File: src/flts_pkg.sv
package flts_pkg;

  localparam int GRID_W      = 256;
  localparam int GRID_H      = 256;
  localparam int COS_ENTRIES = 1024;

  localparam int COL_W  = $clog2(GRID_W);
  localparam int ROW_W  = $clog2(GRID_H);
  localparam int ADDR_W = COL_W + ROW_W;
  localparam int CELLS  = GRID_W * GRID_H;
  localparam int IDX_W  = $clog2(COS_ENTRIES);

  localparam int H_W       = 32;
  localparam int BAND_W    = 24;
  localparam int STEP_W    = 16;
  localparam int GAIN_W    = 16;
  localparam int CFG_W     = 24;
  localparam int CFG_IDX_W = 2;
  localparam int FLT_W     = 16;
  localparam int COS_W     = 10;
  localparam int CRD_W     = 8;
  localparam int PROD_W    = 28;
  localparam int BANDS_W   = 34;

  localparam logic [CFG_IDX_W-1:0] CFG_BAND_START = 2'd0;
  localparam logic [CFG_IDX_W-1:0] CFG_BAND_STEP  = 2'd1;
  localparam logic [CFG_IDX_W-1:0] CFG_GAIN       = 2'd2;

  localparam logic [BAND_W-1:0] BAND_START_RST = 24'd3840000;
  localparam logic [STEP_W-1:0] BAND_STEP_RST  = 16'd5248;
  localparam logic [GAIN_W-1:0] GAIN_RST       = 16'd717;

  localparam logic [21:0]      FALL_Q8   = 22'd51;
  localparam logic [COS_W:0]   RISE_BIAS = 11'd205;

  localparam longint unsigned Q28_ONE = 64'd268435456;
  localparam longint unsigned PI_Q28  = 64'd843314856;

  typedef logic signed [COS_W-1:0] cos_t;
  typedef cos_t cos_tab_t [COS_ENTRIES];

  // cosine over half a turn, Q.8, Taylor series on the folded angle
  function automatic cos_tab_t build_cos_tab();
    cos_tab_t        t;
    longint unsigned x;
    longint unsigned x2;
    longint unsigned r;
    longint unsigned sub;
    longint unsigned kk;
    longint unsigned q8;
    bit              neg;
    for (int k = 0; k < COS_ENTRIES; k++) begin
      neg = (2 * k > COS_ENTRIES);
      kk  = neg ? longint'(COS_ENTRIES - k) : longint'(k);
      x   = (PI_Q28 * kk) / COS_ENTRIES;
      x2  = (x * x) >> 28;
      r   = Q28_ONE;
      sub = ((x2 * r) >> 28) / 90;
      r   = (sub >= Q28_ONE) ? 64'd0 : Q28_ONE - sub;
      sub = ((x2 * r) >> 28) / 56;
      r   = (sub >= Q28_ONE) ? 64'd0 : Q28_ONE - sub;
      sub = ((x2 * r) >> 28) / 30;
      r   = (sub >= Q28_ONE) ? 64'd0 : Q28_ONE - sub;
      sub = ((x2 * r) >> 28) / 12;
      r   = (sub >= Q28_ONE) ? 64'd0 : Q28_ONE - sub;
      sub = ((x2 * r) >> 28) / 2;
      r   = (sub >= Q28_ONE) ? 64'd0 : Q28_ONE - sub;
      q8   = (r + (64'd1 << 19)) >> 20;
      t[k] = neg ? -cos_t'(q8) : cos_t'(q8);
    end
    return t;
  endfunction

  localparam cos_tab_t COS_TAB = build_cos_tab();

  typedef struct packed {
    logic             clr_we;
    logic             issue;
    logic [COL_W-1:0] col;
    logic [ROW_W-1:0] row;
    logic             rd_req;
    logic             latch;
    logic             band_mul;
    logic             band_sub;
    logic             load_read;
    logic             load_fault;
  } cmd_t;

  typedef struct packed {
    logic pipe_idle;
    logic out_free;
  } sts_t;

endpackage

File: src/flts_ctrl.sv
module flts_ctrl (
  input  logic           clk_i,
  input  logic           rst_ni,
  input  logic           in_fire_i,
  input  logic           in_read_i,
  input  flts_pkg::sts_t sts_i,
  output flts_pkg::cmd_t cmd_o,
  output logic           in_ready_o
);
  import flts_pkg::*;

  typedef enum logic [8:0] {
    ST_CLEAR    = 9'b000000001,
    ST_IDLE     = 9'b000000010,
    ST_READ     = 9'b000000100,
    ST_BAND_MUL = 9'b000001000,
    ST_BAND_SUB = 9'b000010000,
    ST_RUN      = 9'b000100000,
    ST_DRAIN    = 9'b001000000,
    ST_RESP     = 9'b010000000,
    ST_SPARE    = 9'b100000000
  } state_e;

  state_e           state_q, state_d;
  logic [COL_W-1:0] col_q, col_d;
  logic [ROW_W-1:0] row_q, row_d;
  logic             step;
  logic             last_cell;

  assign last_cell = (col_q == COL_W'(GRID_W - 1)) && (row_q == ROW_W'(GRID_H - 1));

  always_comb begin
    state_d    = state_q;
    cmd_o      = '0;
    cmd_o.col  = col_q;
    cmd_o.row  = row_q;
    in_ready_o = 1'b0;
    step       = 1'b0;
    unique case (state_q)
      ST_CLEAR: begin
        cmd_o.clr_we = 1'b1;
        step         = 1'b1;
        if (last_cell) state_d = ST_IDLE;
      end
      ST_IDLE: begin
        in_ready_o = 1'b1;
        if (in_fire_i) begin
          if (in_read_i) begin
            cmd_o.rd_req = 1'b1;
            state_d      = ST_READ;
          end else begin
            cmd_o.latch = 1'b1;
            state_d     = ST_BAND_MUL;
          end
        end
      end
      ST_READ: begin
        if (sts_i.out_free) begin
          cmd_o.load_read = 1'b1;
          state_d         = ST_IDLE;
        end
      end
      ST_BAND_MUL: begin
        cmd_o.band_mul = 1'b1;
        state_d        = ST_BAND_SUB;
      end
      ST_BAND_SUB: begin
        cmd_o.band_sub = 1'b1;
        state_d        = ST_RUN;
      end
      ST_RUN: begin
        cmd_o.issue = 1'b1;
        step        = 1'b1;
        if (last_cell) state_d = ST_DRAIN;
      end
      ST_DRAIN: begin
        if (sts_i.pipe_idle) state_d = ST_RESP;
      end
      ST_RESP: begin
        if (sts_i.out_free) begin
          cmd_o.load_fault = 1'b1;
          state_d          = ST_IDLE;
        end
      end
      default: state_d = ST_IDLE;
    endcase
  end

  // walk the grid row by row
  always_comb begin
    col_d = col_q;
    row_d = row_q;
    if (step) begin
      if (col_q == COL_W'(GRID_W - 1)) begin
        col_d = '0;
        row_d = (row_q == ROW_W'(GRID_H - 1)) ? '0 : row_q + 1'b1;
      end else begin
        col_d = col_q + 1'b1;
      end
    end
  end

  always_ff @(posedge clk_i or negedge rst_ni) begin
    if (!rst_ni) begin
      state_q <= ST_CLEAR;
      col_q   <= '0;
      row_q   <= '0;
    end else begin
      state_q <= state_d;
      col_q   <= col_d;
      row_q   <= row_d;
    end
  end

`ifndef SYNTHESIS
  a_drain_at_origin: assert property (@(posedge clk_i) disable iff (!rst_ni)
    (state_q == ST_DRAIN) |-> (col_q == '0) && (row_q == '0))
    else $error("grid walk not back at origin while draining");
  a_load_when_free: assert property (@(posedge clk_i) disable iff (!rst_ni)
    (cmd_o.load_read || cmd_o.load_fault) |-> sts_i.out_free)
    else $error("result loaded over a pending item");
  a_read_next: assert property (@(posedge clk_i) disable iff (!rst_ni)
    (in_fire_i && in_read_i) |=> (state_q == ST_READ))
    else $error("read item not followed by read state");
  a_clear_exit: assert property (@(posedge clk_i) disable iff (!rst_ni)
    $fell(state_q == ST_CLEAR) |-> (state_q == ST_IDLE))
    else $error("clear sweep left to wrong state");
`endif

endmodule

File: config.mk
export PLATFORM = sky130hd
export DESIGN_NAME = flts_ctrl
export DESIGN_NICKNAME = d
export VERILOG_FILES = /design/src/flts_pkg.sv /design/src/flts_ctrl.sv
export SDC_FILE = /design/constraint.sdc
export NUM_CORES = 1
export LEC_CHECK = 0
export ABC_AREA = 1
export BUFFER_PORTS_ARGS = -buffer_cell sky130_fd_sc_hd__buf_2
export CAP_MARGIN = 20
export CELL_PAD_IN_SITES_DETAIL_PLACEMENT = 1
export CELL_PAD_IN_SITES_GLOBAL_PLACEMENT = 2
export CORE_ASPECT_RATIO = 1.25
export CORE_MARGIN = 5
export CORE_UTILIZATION = 30
export DETAILED_ROUTE_END_ITERATION = 8
export PLACE_DENSITY_LB_ADDON = 0.15
export SKIP_CTS_REPAIR_TIMING = 1
export SYNTH_ARGS = -nofsm -noshare
export SYNTH_HDL_FRONTEND = slang
export SYNTH_SLANG_ARGS = --single-unit
File: constraint.sdc
create_clock -name clk_i -period 1.8 [get_ports clk_i]
set_clock_uncertainty 0.05 [all_clocks]
set_input_delay 0.09 -clock clk_i [delete_from_list [all_inputs] [get_ports clk_i]]
set_output_delay 0.09 -clock clk_i [all_outputs]
set_load 0.005 [all_outputs]
==> impl_metrics.csv, run 1 <==
group,metric,value,unit
run_status,status,"finished clean",
drt,route.detailed.drc,0,
timing,fin_crit_sh,0.9022,
pwr,static-leakage-power,1.011,nW
yosys,syn_inst,197,
global_route,grt-ovfl-total,0,
worst_setup_path,startpoint_type,"register",
worst_setup_path,critPathMaxFanout,4,
place,numPortBuffers,30,
timing,period_needed,1.624,ns
drt,via_per_inst,4.577,
worst_setup_path,crit_arrival,1.48,ns
timing,worstMarginPinSlew,0.5834,ns
pwr,total_power,0.001452,W
die,start_util,0.3110,
drt,drt_iter0_drc,35,
timing,finalHoldViolations,0,
cts,clk_latency,0.27,ns
die,fp.dieW,73.09,microns
yosys,syn-num-nets,205,
timing,slew_violations,0,
cts,cts_tree,"yes",
yosys,synth_cell_types,30,
timing,rsz0062_at_grt,"false",
die,rows,28,
hold_path,hold_start,"in_fire_i",
job,maxCapViolations,0,
yosys,ys_ff_latch,24,
die,core_area,4800,sq um
place,gp_congestion,0.7368,
worst_setup_path,rr_worst_depth,8,
global_route,antenna_found_initial,0,
die,ioPinCount,31,
die,dieHeight,88.87,microns
worst_setup_path,worstSetupPathType,"reg2out",
worst_setup_path,cp.required,1.66,ns
yosys,synth_area,1493,sq um
drt,drtAntennaViolNets,0,
worst_setup_path,end_kind,"output port",
pwr,ir_drop,0.3419,mV
worst_setup_path,r2r_slack,0.19,ns
yosys,seq_area_frac_synth,0.4032,
yosys,syn_avg_cell_area,7.577,sq um
place,place.detailed.hpwl,2929,microns
yosys,yosysWarnings,0,
timing,slew_headroom,0.6110,
layout,syn2layout_area_growth,17.85,%
drt,vias,1332,
timing,fmax,615.8,MHz
global_route,grt_max_degree,25,
cts,cts_made_buffers,3,
cts,htree_num_levels,1,
pwr,power-per-cell-area,825.4,nW/um^2
drt,drt_wl_total,3675,microns
worst_setup_path,r2r-end,"state_q[2]",
layout,nFillCells,609,
drt,first_pass_iters,3,
global_route,grt_pass1_wl,6382,microns
worst_setup_path,r2r_start,"col_q[1]",
cts,cts-root-buf,"clkbuf_8",
timing,setup_tns,0,ns
die,die-area,6495,sq um
layout,diodes,0,
cts,clockBufferDepth,2,
hold_path,min_path_cells,3,
yosys,synth.largest_area_cell,"dfrtp_1",
timing,setup_viol,0,
yosys,yosys-top-cells-area,"dfrtp_1 (39%), nand2_1 (13%), inv_1 (7.3%)",
global_route,grt_pass1_vias,1397,
cts,path_clk_slew,0.09,ns
global_route,grt_use_total,0.1274,
yosys,synth_top_area_share,0.3856,
hold_path,hold_class,"in2reg",
drt,wire_per_inst,12.63,microns
cts,cts_sinks,24,
layout,fin_nets,240,
hold_path,min_to,"state_q[3]",
layout,drive_above_1_share,0.2641,
stage by stage:
step                instances  worst slack [ns]  instance area, sq um    util  hold WS [ns]
detailed placement        285            0.1518                  1692  0.3525       0.08090
floorplan                 197            0.3658                  1493       -       -0.2556
CTS                       289            0.1295                  1737  0.3618       -0.2321
global route              291           0.02070                  1759  0.3665       0.04944
global placement          285            0.1748                  1692  0.3525       0.07202
finish                    291            0.1760                  1759  0.3665       0.04705
layout make-up:
type,instances,area (sq um),area share
Clock buffer,4,45.04,0.02560
Inverter,36,136.4,0.07752
Multi-Input combinational cell,134,723.2,0.4111
Sequential cell,24,601.8,0.3421
Tap cell,60,75.07,0.04267
Timing Repair Buffer,33,177.7,0.1010
synth_stat cells (all sizes together):
master,count
nand2,60
inv,35
nor2,26
dfrtp,23
nand3,18
nand4,6
o21ai,6
xor2,5
buf,3
a21oi,2
ha,2
nor3,2
o21bai,2
xnor2,2
a21boi,1
clkinv,1
dfstp,1
o31ai,1
or2,1
metal layers:
metal | share of wire | global-route usage
met5 | 0 | 0
met4 | 0.021 | 0.05872
met3 | 0.026 | 0.01932
met2 | 0.52 | 0.2205
met1 | 0.43 | 0.1535
cells in the final DEF (no fill, tap or decap):
master         count
inv_2              6
o31ai_2            1
dfstp_2            1
nor2_1            20
nand3_2            1
o21bai_1           1
dfrtp_1           23
clkbuf_8           3
a21boi_1           1
clkinv_2           1
xnor2_1            2
o21ai_0            4
nor2_8             1
o21bai_2           1
nand4_1            6
buf_4              1
nand3_1           17
nand2_2            3
o21ai_1            2
xor2_1             5
nor2_2             3
ha_1               1
dlygate4sd3_1      2
nand2_4            5
clkbuf_1           1
nor2_4             2
ha_2               1
inv_1             29
buf_2             30
nor3_1             2
nand2_1           52
a21oi_1            2
or2_2              1
kinds of logic after synthesis:
kind of cell | synth area share
AND/OR/NAND/NOR | 0.3722
buffers and inverters | 0.1140
flip-flops | 0.4032
AO/OA/AOI/OAI | 0.05281
XOR/XNOR | 0.04107
adder cells (fa/ha/maj) | 0.01676
power breakdown:
part           internal, W  switching [W]  leakage, nW
Clock             0.000159       0.000184       0.0228
Combinational     0.000171       0.000296        0.661
Sequential        0.000591      0.0000506        0.327
Total             0.000921       0.000531         1.01
critical path: stages, from the launching register on:
cell and delay, ns:
dfrtp_1 0.42, inv_2 0.09, nand2_4 0.07, nor2_8 0.14, nand2_1 0.12, inv_1 0.10, nand3_1 0.09, inv_1 0.06
buf_2 0.11
worst max-delay path by stage:
stage	end	start
2_1_floorplan	state_q[2]	col_q[0]
3_3_place_gp	state_q[2]	col_q[0]
3_5_place_dp	state_q[2]	col_q[0]
4_1_cts	state_q[2]	col_q[0]
5_1_grt	state_q[2]	col_q[0]
6_report	cmd_o[5]	state_q[7]
registers in the layout, indices dropped and copies added (netlist names):
register and cells:
state_q 8, col_q 8, row_q 8
Note: power is estimated with default switching activity, not from simulation.
==> inputs of run 2 (changes only) <==
Settings changed: CORE_UTILIZATION 30 to 27.
Clock period 1.8 ns to 1.41 ns, I/O delays scaled along.
==> run 2 against run 1 <==
The flow now finishes with violations (negative setup slack). Non-clock buffer count grew 39. Utilization up 4.6 points. Clock power increased by 26%. Critical endpoint is now cmd_o[22]. Register-to-register slack got worse by 0.27 ns. Design area up 27%. Largest power group is now combinational logic. Die area is 9.7% higher. Combinational power rose by 140%. Critical path depth down 1.
==> impl_metrics.csv, run 2 (synthesized netlist as in run 1, its figures left out) <==
group,metric,value,unit
worst_setup_path,rr_worst_depth,9,
die,fp.dieW,76.51,microns
place,numPortBuffers,30,
run_status,status,"finished with violations",
hold_path,min_path_cells,3,
cts,cts_tree,"yes",
worst_setup_path,path_cells,"nor2_2 > nand2_2 > inv_4 > nand2_4 > inv_2 > buf_4 > buf_2",
layout,diodes,0,
timing,fin_ws,-0.09636,ns
pwr,power-per-cell-area,1052,nW/um^2
drt,via_per_inst,4.383,
global_route,grt_use_total,0.1149,
hold_path,hold_class,"in2reg",
die,rows,30,
drt,first_pass_iters,3,
layout,layout_commonest_cell,"nand2_1",
timing,slew_headroom,0.6129,
timing,rsz0062_at_grt,"true",
drt,route.detailed.drc,0,
hold_path,hold_start,"in_fire_i",
layout,final_cell_mix,"nand2_1 (42), buf_4 (37), buf_2 (29)",
layout,fin_nets,279,
worst_setup_path,cp.required,1.29,ns
pwr,ir_drop,0.4015,mV
drt,drt_wl_total,4164,microns
layout,syn2layout_area_growth,49.46,%
global_route,grt_pass1_vias,1517,
layout,drive_above_1_share,0.4963,
die,ioPinCount,31,
cts,htree_num_levels,1,
worst_setup_path,crit_arrival,1.39,ns
worst_setup_path,worstSetupPathType,"reg2out",
layout,nFillCells,684,
die,die-area,7125,sq um
run_status,violations,"negative setup slack",
place,place_ws,-0.1158,ns
timing,setup_viol,20,
place,placed_cell_area,1954,sq um
layout,multi_input_area,874.6,sq um
drt,drtAntennaViolNets,0,
layout,final_area,2231,sq um
timing,fin_crit_sh,1.068,
global_route,antenna_found_initial,0,
pwr,static-leakage-power,1.234,nW
worst_setup_path,end_kind,"output port",
global_route,grt_pass1_wl,6679,microns
die,dieHeight,93.13,microns
worst_setup_path,startpoint_type,"register",
drt,drt_iter0_drc,42,
drt,wire_per_inst,12.47,microns
worst_setup_path,r2r_start,"state_q[4]",
cts,path_clk_slew,0.08,ns
cts,clockBufferDepth,2,
timing,finalHoldViolations,0,
worst_setup_path,crit_slowest_cell,"dfstp_2",
cts,clk_latency,0.27,ns
hold_path,min_to,"state_q[2]",
die,core_area,5405,sq um
worst_setup_path,r2r-end,"col_q[4]",
timing,hold-worst-slack,0.01692,ns
worst_setup_path,r2r_slack,-0.08,ns
layout,biggestRegsByFlops,"col_q: 8 flops, row_q: 8 flops, state_q: 8 flops",
cts,cts-root-buf,"clkbuf_8",
cts,cts_made_buffers,3,
cts,cts_sinks,24,
die,start_util,0.2762,
place,gp_congestion,0.7271,
place,place_inst,323,
layout,fin_cells,334,
pwr,total_power,0.002348,W
layout,seq_area,601.8,sq um
timing,worstMarginPinSlew,0.5807,ns
worst_setup_path,critPathMaxFanout,4,
place,place.detailed.hpwl,3261,microns
global_route,grt_max_degree,25,
global_route,grt-ovfl-total,0,
timing,slew_violations,0,
timing,fmax,663.9,MHz
worst_setup_path,cpPeakStageDelay,0.57,ns
job,maxCapViolations,0,
timing,period_needed,1.506,ns
drt,vias,1464,
## run 2: cell types whose count changed in the layout (fill, tap and decap cells not counted), moves of 5 or more
cell	delta
nor2_2	+6
nor2_1	-10
nand2_2	+5
nand2_1	-10
inv_1	-7
inv_2	+5
buf_4	+36
## run 2: worst max-delay path by stage
stage | end | from | cells after the start | slack, ns
2_1_floorplan | state_q[2] | state_q[0] | 10 | 0.02
3_3_place_gp | row_q[4] | state_q[0] | 7 | -0.07
3_5_place_dp | row_q[4] | state_q[0] | 7 | -0.12
4_1_cts | cmd_o[5] | state_q[2] | 8 | -0.19
5_1_grt | state_q[6] | col_q[1] | 8 | -0.18
6_report | cmd_o[22] | state_q[0] | 7 | -0.1
## run 2: stage by stage
| stage | utilization | setup TNS, ns |
|---|---|---|
| after floorplan | - | 0 |
| after global placement | 0.3616 | -0.4618 |
| after detailed placement | 0.3616 | -0.9301 |
| after CTS | 0.3699 | -2.600 |
| after global routing | 0.4127 | -2.925 |
| final | 0.4127 | -0.8765 |
## run 2: final cells by class
type / instances / share of cell area
clock buffer: 4 / 0.02019
inverter: 36 / 0.06338
multi-input combinational: 134 / 0.3920
sequential: 24 / 0.2698
tap: 64 / 0.03589
timing repair buffer: 72 / 0.2187
## run 2: worst max-delay path, delay by kind of cell, from the launching register on
kind                   cells  cell delay, ns
flip-flops                 1            0.57
AND/OR/NAND/NOR            3            0.22
buffers and inverters      4            0.34
## run 2: layer usage
layer,track usage,vias up,wire length [microns]
met4,0.03061,0,26
met5,0,-,0
met1,0.1310,694,1683
li1,-,753,-
met2,0.2193,15,2363
met3,0.01830,2,90
## run 2: power by group
part	total [W]	internal [W]	switching (W)
sequential	0.000816	0.000754	0.0000620
combinational	0.00110	0.000512	0.000588
clock	0.000431	0.000202	0.000229
==> inputs of run 3 (changes only) <==
Settings changed: BUFFER_PORTS_ARGS -buffer_cell sky130_fd_sc_hd__buf_2 to unset, CAP_MARGIN 20 to unset, CORE_UTILIZATION 27 to 32, DONT_BUFFER_PORTS set to 1.
==> run 3 against run 2 <==
The flow still finishes with violations (negative setup slack). Setup slack is essentially flat. Global-route usage up 2.3 points. Flip-flop and latch count unchanged. Critical path depth grew 1. Worst hold slack improved by 0.10 ns. Sequential power is 2% lower. Register-to-register slack got worse by 0.02 ns. Count of clock-buffer cells in the layout unchanged. Critical endpoint is now state_q[2]. Highest routed layer unchanged.
==> impl_metrics.csv, run 3 (synthesized netlist as in run 1, its figures left out) <==
group,metric,value,unit
worst_setup_path,cp.required,1.53,ns
layout,fin_nets,255,
cts,clockBufferDepth,2,
timing,finalHoldViolations,0,
job,maxCapViolations,0,
worst_setup_path,end_kind,"register",
timing,slew_headroom,0.8412,
drt,wire_per_inst,13.94,microns
pwr,ir_drop,0.4956,mV
timing,period_needed,1.507,ns
place,numPortBuffers,0,
cts,cts-root-buf,"clkbuf_8",
cts,cts_sinks,24,
layout,utilization,0.4834,
cts,path_clk_slew,0.09,ns
timing,worstMarginPinSlew,0.2376,ns
global_route,grt_max_degree,25,
run_status,violations,"negative setup slack",
drt,via_per_inst,4.717,
pwr,swShare,0.3771,
timing,fmax,663.7,MHz
place,place.detailed.hpwl,3209,microns
layout,layout_commonest_cell,"nand2_1",
run_status,status,"finished with violations",
worst_setup_path,crit_family,"simple AND/OR/NAND/NOR gates",
hold_path,hold_class,"in2out",
global_route,grt_pass1_wl,6699,microns
place,gp_congestion,0.7526,
worst_setup_path,crit_top_cell,"nand2_2",
pwr,power-per-cell-area,1024,nW/um^2
drt,first_pass_iters,4,
die,dieHeight,86.36,microns
die,fp.dieW,71.09,microns
worst_setup_path,worstSetupPathType,"reg2reg",
cts,cts_tree,"yes",
timing,slew_violations,0,
die,core_area,4459,sq um
global_route,grt_pass1_vias,1456,
worst_setup_path,cpPeakStageDelay,0.37,ns
pwr,clkPwrFrac,0.199,
die,die-area,6139,sq um
die,start_util,0.3347,
worst_setup_path,path_cells,"ha_2 > nand3_2 > nor2_4 > nand2_2 > nand2_4 > nand3_4 > nand2_2 > nand2_1",
cts,htree_num_levels,1,
layout,drive_above_1_share,0.4268,
layout,final_cell_mix,"nand2_1 (45), buf_4 (35), inv_1 (24)",
cts,cts_made_buffers,3,
timing,rsz0062_at_grt,"true",
worst_setup_path,crit_arrival,1.62,ns
drt,drtAntennaViolNets,0,
cts,clk_latency,0.27,ns
drt,drt_iter0_drc,33,
worst_setup_path,startpoint_type,"register",
drt,vias,1434,
die,ioPinCount,31,
pwr,internal_power,0.001375,W
worst_setup_path,critPathBufInv,0,
timing,fin_ws,-0.09673,ns
layout,syn2layout_area_growth,44.43,%
layout,biggestRegsByFlops,"col_q: 8 flops, row_q: 8 flops, state_q: 8 flops",
pwr,combPwrFrac,0.437,
timing,setup_tns,-0.9853,ns
global_route,grt-ovfl-total,0,
pwr,switching_power,0.0008324,W
timing,setup_viol,19,
die,rows,27,
layout,nFillCells,560,
drt,drt_wl_total,4237,microns
global_route,grt_use_total,0.1378,
worst_setup_path,critPathMaxFanout,5,
layout,diodes,0,
drt,route.detailed.drc,0,
worst_setup_path,crit_slowest_cell,"dfrtp_1",
pwr,p_seq_frac,0.364,
pwr,static-leakage-power,1.124,nW
timing,fin_crit_sh,1.069,
global_route,antenna_found_initial,0,
-- run 3: cell type report --
cell class              count  area [sq um]  share of cell area
flip-flops and latches     24         601.8              0.2792
multi-input cells         134         884.6              0.4103
clock buffers               4         45.04             0.02089
repair buffers             48         412.9              0.1915
inverters                  36         138.9             0.06442
well taps                  58         72.57             0.03366
-- run 3: worst reg2reg max path, stage by stage (launching register included) --
cell and delay [ns]:
dfrtp_1 0.37, ha_2 0.20, nand3_2 0.10, nor2_4 0.24, nand2_2 0.13, nand2_4 0.09
nand3_4 0.11, nand2_2 0.07, nand2_1 0.04
-- run 3: worst paths after layout --
check,start,to,slack (ns),depth (start not counted)
min in group asynchronous,rst_ni,col_q[1],0.17,2
min,in_read_i,cmd_o[4],0.12,1
max,col_q[1],state_q[2],-0.1,8
min reg2reg,col_q[4],col_q[4],0.54,2
max reg2reg,col_q[1],state_q[2],-0.1,8
max in group asynchronous,rst_ni,state_q[0],0.89,2
-- run 3: power groups by stage --
stage / registers [W] / logic [W] / clock network [W]
5_1_grt: 0.000815 / 0.00106 / 0.000497
2_1_floorplan: 0.000822 / 0.000422 / 0
4_1_cts: 0.000805 / 0.000693 / 0.000461
3_5_place_dp: 0.000819 / 0.000690 / 0
6_report: 0.000803 / 0.000964 / 0.000440
3_3_place_gp: 0.000815 / 0.000670 / 0
-- run 3: layer usage --
layer | vias to the layer above | GRT usage | wire (microns)
li1 | 703 | - | -
met1 | 697 | 0.1532 | 1707
met2 | 24 | 0.2498 | 2292
met3 | 10 | 0.02784 | 109
met4 | 0 | 0.06325 | 127
met5 | - | 0 | 0
-- run 3: stage by stage --
step / hold WS, ns / setup WS, ns / instance area, sq um / std cells / total power, W
6_report: 0.1167 / -0.09673 / 2156 / 304 / 0.002208
5_1_grt: 0.1187 / -0.1928 / 2156 / 304 / 0.002368
4_1_cts: -0.5797 / -0.1562 / 1857 / 293 / 0.001959
3_5_place_dp: -0.2746 / -0.1230 / 1812 / 289 / 0.001508
3_3_place_gp: -0.2744 / -0.05976 / 1812 / 289 / 0.001485
2_1_floorplan: -0.2751 / 0.01672 / 1495 / 197 / 0.001244
